===== src/mavg_pkg.sv =====
// ----------------------------------------------------------------------------
// mavg_pkg
// Shared constants, types and codes for the moving-average change reporter.
// ----------------------------------------------------------------------------
package mavg_pkg;

  // Filter geometry
  localparam int AVG_DEPTH   = 16;
  localparam int AVG_LOG2    = 4;
  localparam int SAMPLE_BITS = 12;

  localparam int SLOT_W  = $clog2(AVG_DEPTH);
  localparam int TOTAL_W = SAMPLE_BITS + $clog2(AVG_DEPTH);

  // Field widths fixed by the channel formats
  localparam int OUT_VALUE_W = 12;
  localparam int CHAN_W      = 8;
  localparam int SENS_W      = 8;
  localparam int CFG_IDX_W   = 8;
  localparam int CFG_DATA_W  = 8;

  // Configuration register indexes
  localparam logic [CFG_IDX_W-1:0] CFG_SENSITIVITY = CFG_IDX_W'(0);
  localparam logic [CFG_IDX_W-1:0] CFG_CHANNEL_ID  = CFG_IDX_W'(1);

  typedef enum logic [1:0] {
    OP_SAMPLE = 2'd0,
    OP_POLL   = 2'd1,
    OP_FORCE  = 2'd2,
    OP_BASE   = 2'd3
  } op_t;

  typedef logic [SAMPLE_BITS-1:0] sample_t;
  typedef logic [SLOT_W-1:0]      slot_t;
  typedef logic [TOTAL_W-1:0]     total_t;

  // Request held in the update stage
  typedef struct packed {
    logic    valid;
    op_t     opcode;
    sample_t sample;
  } upd_req_t;

  // Ring write-back
  typedef struct packed {
    logic    en;
    slot_t   slot;
    sample_t data;
  } ring_wr_t;

endpackage


===== src/mavg_in_if.sv =====
// ----------------------------------------------------------------------------
// mavg_in_if
// Input request channel: opcode and converter sample.
// ----------------------------------------------------------------------------
interface mavg_in_if;
  import mavg_pkg::*;

  logic    valid;
  logic    ready;
  op_t     opcode;
  sample_t sample;

  modport source (output valid, output opcode, output sample, input ready);
  modport sink   (input valid, input opcode, input sample, output ready);
endinterface


===== src/mavg_out_if.sv =====
// ----------------------------------------------------------------------------
// mavg_out_if
// Result channel: reported average and channel number.
// ----------------------------------------------------------------------------
interface mavg_out_if;
  import mavg_pkg::*;

  logic                   valid;
  logic                   ready;
  logic [OUT_VALUE_W-1:0] average_value;
  logic [CHAN_W-1:0]      channel;

  modport source (output valid, output average_value, output channel, input ready);
  modport sink   (input valid, input average_value, input channel, output ready);
endinterface


===== src/mavg_cfg_if.sv =====
// ----------------------------------------------------------------------------
// mavg_cfg_if
// Configuration write channel: register index and write data.
// ----------------------------------------------------------------------------
interface mavg_cfg_if;
  import mavg_pkg::*;

  logic                  valid;
  logic                  ready;
  logic [CFG_IDX_W-1:0]  index;
  logic [CFG_DATA_W-1:0] data;

  modport source (output valid, output index, output data, input ready);
  modport sink   (input valid, input index, input data, output ready);
endinterface


===== src/mavg_ram.sv =====
// ----------------------------------------------------------------------------
// mavg_ram
// Generic single-port-write, single-port-read RAM with registered read data.
// ----------------------------------------------------------------------------
module mavg_ram #(
  parameter int WIDTH = 8,
  parameter int DEPTH = 16
) (
  input  logic                     clk,
  input  logic                     wr_en,
  input  logic [$clog2(DEPTH)-1:0] wr_addr,
  input  logic [WIDTH-1:0]         wr_data,
  input  logic                     rd_en,
  input  logic [$clog2(DEPTH)-1:0] rd_addr,
  output logic [WIDTH-1:0]         rd_data
);

  logic [WIDTH-1:0] mem [DEPTH];
  logic [WIDTH-1:0] rd_data_r;

  always_ff @(posedge clk) begin
    if (wr_en) begin
      mem[wr_addr] <= wr_data;
    end
    if (rd_en) begin
      rd_data_r <= mem[rd_addr];
    end
  end

  assign rd_data = rd_data_r;

endmodule


===== src/mavg_ring.sv =====
// ----------------------------------------------------------------------------
// mavg_ring
// Sample ring: write slot pointer, per-entry valid bits and the ring RAM.
// Reads the oldest entry when a sample request is accepted.
// ----------------------------------------------------------------------------
module mavg_ring (
  input  logic               clk,
  input  logic               rst_n,
  input  logic               rd_en,
  input  mavg_pkg::ring_wr_t wr,
  output mavg_pkg::slot_t    slot,
  output mavg_pkg::sample_t  old_sample
);
  import mavg_pkg::*;

  slot_t                slot_r;
  slot_t                slot_nxt;
  logic [AVG_DEPTH-1:0] vld_r;
  logic                 rd_vld_r;
  sample_t              ram_q;

  // Next write slot, wraps after the last entry
  always_comb begin
    if (slot_r == SLOT_W'(AVG_DEPTH - 1)) begin
      slot_nxt = '0;
    end else begin
      slot_nxt = slot_r + SLOT_W'(1);
    end
  end

  // Pointer and valid bits; unwritten entries read as zero
  always_ff @(posedge clk) begin
    if (!rst_n) begin
      slot_r   <= '0;
      vld_r    <= '0;
      rd_vld_r <= 1'b0;
    end else begin
      if (rd_en) begin
        slot_r   <= slot_nxt;
        rd_vld_r <= vld_r[slot_r];
      end
      if (wr.en) begin
        vld_r[wr.slot] <= 1'b1;
      end
    end
  end

  mavg_ram #(
    .WIDTH (SAMPLE_BITS),
    .DEPTH (AVG_DEPTH)
  ) u_ram (
    .clk     (clk),
    .wr_en   (wr.en),
    .wr_addr (wr.slot),
    .wr_data (wr.data),
    .rd_en   (rd_en),
    .rd_addr (slot_r),
    .rd_data (ram_q)
  );

  assign slot       = slot_r;
  assign old_sample = rd_vld_r ? ram_q : '0;

endmodule


===== src/mavg_acc.sv =====
// ----------------------------------------------------------------------------
// mavg_acc
// Update stage: running total, average, deadband compare, last reported
// value and the result output register.
// ----------------------------------------------------------------------------
module mavg_acc (
  input  logic                        clk,
  input  logic                        rst_n,
  input  mavg_pkg::upd_req_t          req,
  input  mavg_pkg::sample_t           old_sample,
  input  logic [mavg_pkg::SENS_W-1:0] sens,
  input  logic [mavg_pkg::CHAN_W-1:0] chan,
  output logic                        adv,
  output logic                        out_valid,
  input  logic                        out_ready,
  output logic [mavg_pkg::OUT_VALUE_W-1:0] out_value,
  output logic [mavg_pkg::CHAN_W-1:0] out_chan
);
  import mavg_pkg::*;

  total_t                 total_r;
  sample_t                last_r;
  logic                   out_valid_r;
  logic [OUT_VALUE_W-1:0] out_value_r;
  logic [CHAN_W-1:0]      out_chan_r;

  total_t  shifted;
  sample_t avg;
  sample_t diff;
  logic    report;
  logic    fire;

  // Average with saturation to the sample range
  always_comb begin
    shifted = total_r >> AVG_LOG2;
    if (shifted > TOTAL_W'({SAMPLE_BITS{1'b1}})) begin
      avg = '1;
    end else begin
      avg = shifted[SAMPLE_BITS-1:0];
    end
    diff = (avg >= last_r) ? (avg - last_r) : (last_r - avg);
  end

  // Report decision; stall only when a report meets a full output register
  assign report = req.valid &&
                  ((req.opcode == OP_FORCE) ||
                   ((req.opcode == OP_POLL) && (diff >= SAMPLE_BITS'(sens))));
  assign adv    = !report || !out_valid_r || out_ready;
  assign fire   = req.valid && adv;

  always_ff @(posedge clk) begin
    if (!rst_n) begin
      total_r     <= '0;
      last_r      <= '0;
      out_valid_r <= 1'b0;
    end else begin
      // Running total: drop oldest, add newest
      if (fire && (req.opcode == OP_SAMPLE)) begin
        total_r <= total_r - TOTAL_W'(old_sample) + TOTAL_W'(req.sample);
      end
      // Baseline or report updates the last value
      if (fire && ((req.opcode == OP_BASE) || report)) begin
        last_r <= avg;
      end
      // Output register
      if (fire && report) begin
        out_valid_r <= 1'b1;
      end else if (out_ready) begin
        out_valid_r <= 1'b0;
      end
    end
  end

  // Result payload
  always_ff @(posedge clk) begin
    if (fire && report) begin
      out_value_r <= OUT_VALUE_W'(avg);
      out_chan_r  <= chan;
    end
  end

  assign out_valid = out_valid_r;
  assign out_value = out_value_r;
  assign out_chan  = out_chan_r;

endmodule


===== src/moving_average_change_reporter.sv =====
// ----------------------------------------------------------------------------
// moving_average_change_reporter
// Moving average over the last AVG_DEPTH converter samples with a deadband
// change reporter.
// ----------------------------------------------------------------------------
// Usage:
//   in_ch   request channel. Opcode sample writes a new reading into the
//           ring, poll reports the average when it moved by at least the
//           sensitivity, force always reports, baseline stores the current
//           average as the last reported value. Only poll and force can
//           produce a result.
//   out_ch  result channel: average_value and channel number.
//   cfg_ch  register writes: index 0 sensitivity, index 1 channel id; other
//           indexes are ignored. cfg_ch.ready is always high.
// Path: a reporting request passes the request register, then the result
//   register, before it shows on out_ch.
// Throughput: one request per cycle while the update stage does not stall,
//   set by the ring RAM with one read and one write port.
// Reset: write slot, per-entry valid bits, running total, last value, settings
//   and result valid clear; ring RAM entries read as zero until written.
// Stall: the result register holds while out_ch.ready is low; a request that
//   must report waits in the update stage and in_ch.ready drops.
// ----------------------------------------------------------------------------
module moving_average_change_reporter (
  input logic  clk,
  input logic  rst_n,
  mavg_in_if.sink    in_ch,
  mavg_out_if.source out_ch,
  mavg_cfg_if.sink   cfg_ch
);
  import mavg_pkg::*;

  logic [SENS_W-1:0] sens_r;
  logic [CHAN_W-1:0] chan_r;
  upd_req_t          req_r;

  logic     in_fire;
  logic     adv;
  slot_t    ring_slot;
  slot_t    upd_slot_r;
  sample_t  old_sample;
  ring_wr_t wr;

  // Configuration registers
  assign cfg_ch.ready = 1'b1;

  always_ff @(posedge clk) begin
    if (!rst_n) begin
      sens_r <= '0;
      chan_r <= '0;
    end else if (cfg_ch.valid) begin
      case (cfg_ch.index)
        CFG_SENSITIVITY: sens_r <= SENS_W'(cfg_ch.data);
        CFG_CHANNEL_ID:  chan_r <= CHAN_W'(cfg_ch.data);
        default: ;
      endcase
    end
  end

  // Accept stage
  assign in_ch.ready = !req_r.valid || adv;
  assign in_fire     = in_ch.valid && in_ch.ready;

  always_ff @(posedge clk) begin
    if (!rst_n) begin
      req_r.valid <= 1'b0;
    end else if (in_fire) begin
      req_r.valid <= 1'b1;
    end else if (adv) begin
      req_r.valid <= 1'b0;
    end
    // Payload needs no reset
    if (in_fire) begin
      req_r.opcode <= in_ch.opcode;
      req_r.sample <= in_ch.sample;
      upd_slot_r   <= ring_slot;
    end
  end

  // Ring write-back from the update stage
  always_comb begin
    wr.en   = req_r.valid && adv && (req_r.opcode == OP_SAMPLE);
    wr.slot = upd_slot_r;
    wr.data = req_r.sample;
  end

  mavg_ring u_ring (
    .clk        (clk),
    .rst_n      (rst_n),
    .rd_en      (in_fire && (in_ch.opcode == OP_SAMPLE)),
    .wr         (wr),
    .slot       (ring_slot),
    .old_sample (old_sample)
  );

  mavg_acc u_acc (
    .clk        (clk),
    .rst_n      (rst_n),
    .req        (req_r),
    .old_sample (old_sample),
    .sens       (sens_r),
    .chan       (chan_r),
    .adv        (adv),
    .out_valid  (out_ch.valid),
    .out_ready  (out_ch.ready),
    .out_value  (out_ch.average_value),
    .out_chan   (out_ch.channel)
  );

endmodule


===== src/flat_wrapper.sv =====
// flat-port wrapper written by rule: the top's interface ports become plain ports
module moving_average_change_reporter_flat import mavg_pkg::*;
  (clk, rst_n, in_ch_valid, in_ch_opcode, in_ch_sample, in_ch_ready, out_ch_valid, out_ch_average_value, out_ch_channel, out_ch_ready, cfg_ch_valid, cfg_ch_index, cfg_ch_data, cfg_ch_ready);
  mavg_in_if in_ch_i ();
  mavg_out_if out_ch_i ();
  mavg_cfg_if cfg_ch_i ();
  input logic clk;
  input logic rst_n;
  input wire logic [$bits(in_ch_i.valid)-1:0] in_ch_valid;
  input wire logic [$bits(in_ch_i.opcode)-1:0] in_ch_opcode;
  input wire logic [$bits(in_ch_i.sample)-1:0] in_ch_sample;
  output wire logic [$bits(in_ch_i.ready)-1:0] in_ch_ready;
  output wire logic [$bits(out_ch_i.valid)-1:0] out_ch_valid;
  output wire logic [$bits(out_ch_i.average_value)-1:0] out_ch_average_value;
  output wire logic [$bits(out_ch_i.channel)-1:0] out_ch_channel;
  input wire logic [$bits(out_ch_i.ready)-1:0] out_ch_ready;
  input wire logic [$bits(cfg_ch_i.valid)-1:0] cfg_ch_valid;
  input wire logic [$bits(cfg_ch_i.index)-1:0] cfg_ch_index;
  input wire logic [$bits(cfg_ch_i.data)-1:0] cfg_ch_data;
  output wire logic [$bits(cfg_ch_i.ready)-1:0] cfg_ch_ready;
  assign in_ch_i.valid = in_ch_valid;
  assign in_ch_i.opcode = in_ch_opcode;
  assign in_ch_i.sample = in_ch_sample;
  assign in_ch_ready = in_ch_i.ready;
  assign out_ch_valid = out_ch_i.valid;
  assign out_ch_average_value = out_ch_i.average_value;
  assign out_ch_channel = out_ch_i.channel;
  assign out_ch_i.ready = out_ch_ready;
  assign cfg_ch_i.valid = cfg_ch_valid;
  assign cfg_ch_i.index = cfg_ch_index;
  assign cfg_ch_i.data = cfg_ch_data;
  assign cfg_ch_ready = cfg_ch_i.ready;
  moving_average_change_reporter u_core (.clk(clk), .rst_n(rst_n), .in_ch(in_ch_i), .out_ch(out_ch_i), .cfg_ch(cfg_ch_i));
endmodule

===== config.mk =====
export PLATFORM = sky130hd
export DESIGN_NAME = moving_average_change_reporter_flat
export DESIGN_NICKNAME = d
export VERILOG_FILES = /design/src/mavg_pkg.sv /design/src/mavg_in_if.sv /design/src/mavg_out_if.sv /design/src/mavg_cfg_if.sv /design/src/mavg_ram.sv /design/src/mavg_ring.sv /design/src/mavg_acc.sv /design/src/moving_average_change_reporter.sv /design/src/flat_wrapper.sv
export SDC_FILE = /design/constraint.sdc
export NUM_CORES = 1
export LEC_CHECK = 0
export BUFFER_PORTS_ARGS = -buffer_cell sky130_fd_sc_hd__buf_2
export CORE_MARGIN = 4
export CORE_UTILIZATION = 56
export CTS_CLUSTER_DIAMETER = 120
export DETAILED_ROUTE_END_ITERATION = 10
export HOLD_SLACK_MARGIN = 0.1
export PLACE_DENSITY = 0.76
export SETUP_SLACK_MARGIN = 0.4
export SLEW_MARGIN = 10
export SYNTH_ARGS = -nofsm -noshare
export SYNTH_HDL_FRONTEND = slang
export SYNTH_HIERARCHICAL = 1
export SYNTH_SLANG_ARGS = --single-unit

===== constraint.sdc =====
create_clock -name clk -period 6.5 [get_ports clk]
set_input_delay 1.3 -clock clk [delete_from_list [all_inputs] [get_ports clk]]
set_output_delay 1.3 -clock clk [all_outputs]
set_load 0.01 [all_outputs]

==> results.toml <==
[run_status]
status = "finished, final reports clean"

[route]
wire_per_inst_um = 19.6
drtIter0Drc = 716
vias = 8227
ant_nets = 0
viasPerCell = 5.71
drt_first_pass_iters = 5
wl_um = 28200
drcViolationCount = 0

[critical_path]
rrSetupSlack_ns = 1.01
path_class = "flip-flop to output port"
r2r_start = "u_core/u_acc/total_r[4]$_SDFFE_PN0P_"
required_ns = 5.20
reg2reg_depth = 25
crit_start = "u_core/u_acc/total_r[4]$_SDFFE_PN0P_"
r2r_end = "u_core/u_ring/u_ram/mem[0][8]$_DFFE_PP_"
worstPathMaxFanout = 4
crit_end = "in_ch_ready"
cp-end-kind = "output port"
cp-start-kind = "flip-flop"
critPathArrivalTime_ns = 4.72

[sta]
tns_ns = 0
finalCritPeriodShare = 0.927
setup_violations = 0
rsz0062_at_grt = "yes"
fmax_ghz = 0.166
slew_headroom = 0.321
min_period_ns = 6.02
hold_viol = 0
finClkSkew_ns = 0.0117
worstMarginPinSlew_ns = 1.02
slew_viol_final = 0

[die]
dieArea_mm2 = 0.0279
die-height_um = 167
fp.dieW_um = 167
start_util = 0.575
rows = 57
io_pins = 58
core_mm2 = 0.0246

[clock_tree]
cts_buffers = 31
clk_latency_ns = 0.57
path_clk_slew_ns = 0.06
cts_tree = "yes"
clock_sink_count = 309
htreeDepth = 1
cts_root_buf = "clkbuf_16"
clk_path_buf_depth = 3

[yosys]
yosys_warnings = 6
netlist_instances = 1015
syn-cell-area_mm2 = 0.0142
synth_top_area_frac = 0.513
synth.area.top_cells = "edfxtp_1, dfxtp_1, mux4_2"
ys_types = 61
synth_top_cells_by_count = "edfxtp_1, nand2_1, inv_1"
synth_nets = 1113
yosys.area.top_type = "edfxtp_1"
ys_async_sr_fraction = 0
ys_seq_area_frac = 0.608
synth_area_per_cell_um2 = 13.9
ys_ff_latch = 309
synth_most_common_cell = "edfxtp_1"
synth_edf_count = 242
ys.flop_type = "edfxtp_1"

[power_and_ir_drop]
powerDensity_mw_per_mm2 = 274
peakVddDrop_mv = 0.304
sw_frac_of_total = 0.234
fin_total_pwr_mw = 4.40
p_seq_frac = 0.498
pwr-share-clk = 0.401
internal_power_mw = 3.37
p_leak_nw = 5.74
pwr-share-comb = 0.100
switchingPower_mw = 1.03

[global_route]
grt_pass1_vias = 8292
grt.total_usage = 0.200
grt_pass1_wl_um = 44500
overflow = 0
grt_max_degree = 75
antenna_found_initial = 0

[hold_path]
hp-class = "flip-flop to flip-flop"

[layout]
areaGrowthSynthToFinish_pct = 13.4
fill_cells = 1751
final_core_util = 0.652
drive_gt1_frac = 0.201
final_net_count = 1189
diodes = 0

[placed_design]
place_hpwl_um = 18700
gp_congestion = 0.940
port_buffers = 56

[flow_run]
drv_cap = 0
## what timing repair did
action                                  CTS  global route
hold buffers                              0             0
setup buffers                             7             5
resized for setup                        11            26
endpoints found under the setup margin    1             1
pin swaps                                 6            15
## through the flow
stage / setup WS [ns] / area [µm²] / cells / hold WS (ns)
3_3_place_gp: 0.652 / 14800 / 1370 / 0.412
4_1_cts: 0.402 / 15900 / 1435 / 0.430
5_1_grt: 0.229 / 16000 / 1440 / 0.437
6_report: 0.476 / 16000 / 1440 / 0.430
2_1_floorplan: 0.362 / 14200 / 1015 / 0.408
3_5_place_dp: 0.492 / 14800 / 1370 / 0.413
## worst max-delay path: stages (launching register included)
cell	delay, ns
dfxtp_2	0.35
inv_2	0.06
ha_4	0.16
fa_2	0.38
nand2b_4	0.15
a21o_1	0.19
a311oi_4	0.26
or3_4	0.20
mux2_2	0.34
a21oi_2	0.12
o21ai_2	0.09
a31oi_1	0.20
xnor2_1	0.14
ha_1	0.25
a211oi_1	0.23
nor2_1	0.08
nor3_2	0.22
nand4_1	0.13
o211ai_1	0.22
or2_4	0.16
nand2b_4	0.12
buf_6	0.10
## power by group through the flow
stage | logic [mW] | registers, mW | clock network, mW
CTS | 0.422 | 2.19 | 1.80
global placement | 0.392 | 2.23 | 0
finish | 0.442 | 2.19 | 1.77
floorplan | 0.314 | 2.22 | 0
global route | 0.487 | 2.20 | 1.89
detailed placement | 0.397 | 2.23 | 0
## routing by layer
| metal | wire length [µm] | global-route usage | part of all wire | vias up |
|---|---|---|---|---|
| met4 | 576 | 0.0509 | 0.020 | 0 |
| met3 | 1710 | 0.0377 | 0.061 | 42 |
| met5 | 0 | 0 | 0 | - |
| met2 | 14100 | 0.342 | 0.50 | 250 |
| li1 | - | - | - | 3893 |
| met1 | 11800 | 0.267 | 0.42 | 4042 |
## cells by family (layout without fill, tap and decap cells)
kind of cell             Yosys count  in the layout  share of synthesized area
flip-flops                       309            309                      0.608
AND/OR/NAND/NOR                  249            249                     0.0865
XOR/XNOR                          22             22                     0.0136
other                              1              1                   0.000265
buffers and inverters            131            232                     0.0428
adder cells (fa/ha/maj)           63             63                     0.0631
AO/OA/AOI/OAI                    149            149                     0.0702
multiplexers                      91             91                      0.115
## placed cells by master (no fill, tap or decap), types with 33 or more instances in the layout
cell type / count
ha_1: 40
a21oi_1: 37
nand2_1: 106
mux2i_1: 37
inv_1: 75
edfxtp_1: 242
buf_4: 40
buf_2: 55
nor2_1: 45
mux4_2: 33
dfxtp_1: 61
## registers in the layout, summed over array words and instances, names as in the netlist, 12 cells and up
signal	flops
u_core/u_acc/total_r	16
u_core/u_ring/vld_r	16
u_core/u_ring/u_ram/mem	192
u_core/u_acc/out_value	12
u_core/req_r	15
u_core/u_acc/last_r	12
u_core/u_ring/u_ram/rd_data	12
## worst min-delay path by stage
stage	start	endpoint	slack (ns)	cells past startpoint
6_report	u_core/chan_r[7]$_SDFFE_PN0P_	u_core/u_acc/out_chan[7]$_DFFE_PP_	0.43	0
5_1_grt	u_core/chan_r[7]$_SDFFE_PN0P_	u_core/u_acc/out_chan[7]$_DFFE_PP_	0.44	0
4_1_cts	u_core/chan_r[7]$_SDFFE_PN0P_	u_core/u_acc/out_chan[7]$_DFFE_PP_	0.43	0
3_5_place_dp	u_core/chan_r[7]$_SDFFE_PN0P_	u_core/u_acc/out_chan[7]$_DFFE_PP_	0.41	0
3_3_place_gp	u_core/chan_r[7]$_SDFFE_PN0P_	u_core/u_acc/out_chan[7]$_DFFE_PP_	0.41	0
2_1_floorplan	u_core/chan_r[0]$_SDFFE_PN0P_	u_core/u_acc/out_chan[0]$_DFFE_PP_	0.41	0
## layout make-up
type                       count  area (µm²)  area share
tap                          324         405      0.0253
multi-input combinational    575        5110       0.319
clock inverter                21         226      0.0141
timing repair buffer          97         598      0.0373
inverter                      77         289      0.0180
clock buffer                  37         798      0.0497
sequential                   309        8620       0.537
Power figures use the tool's default switching activity.
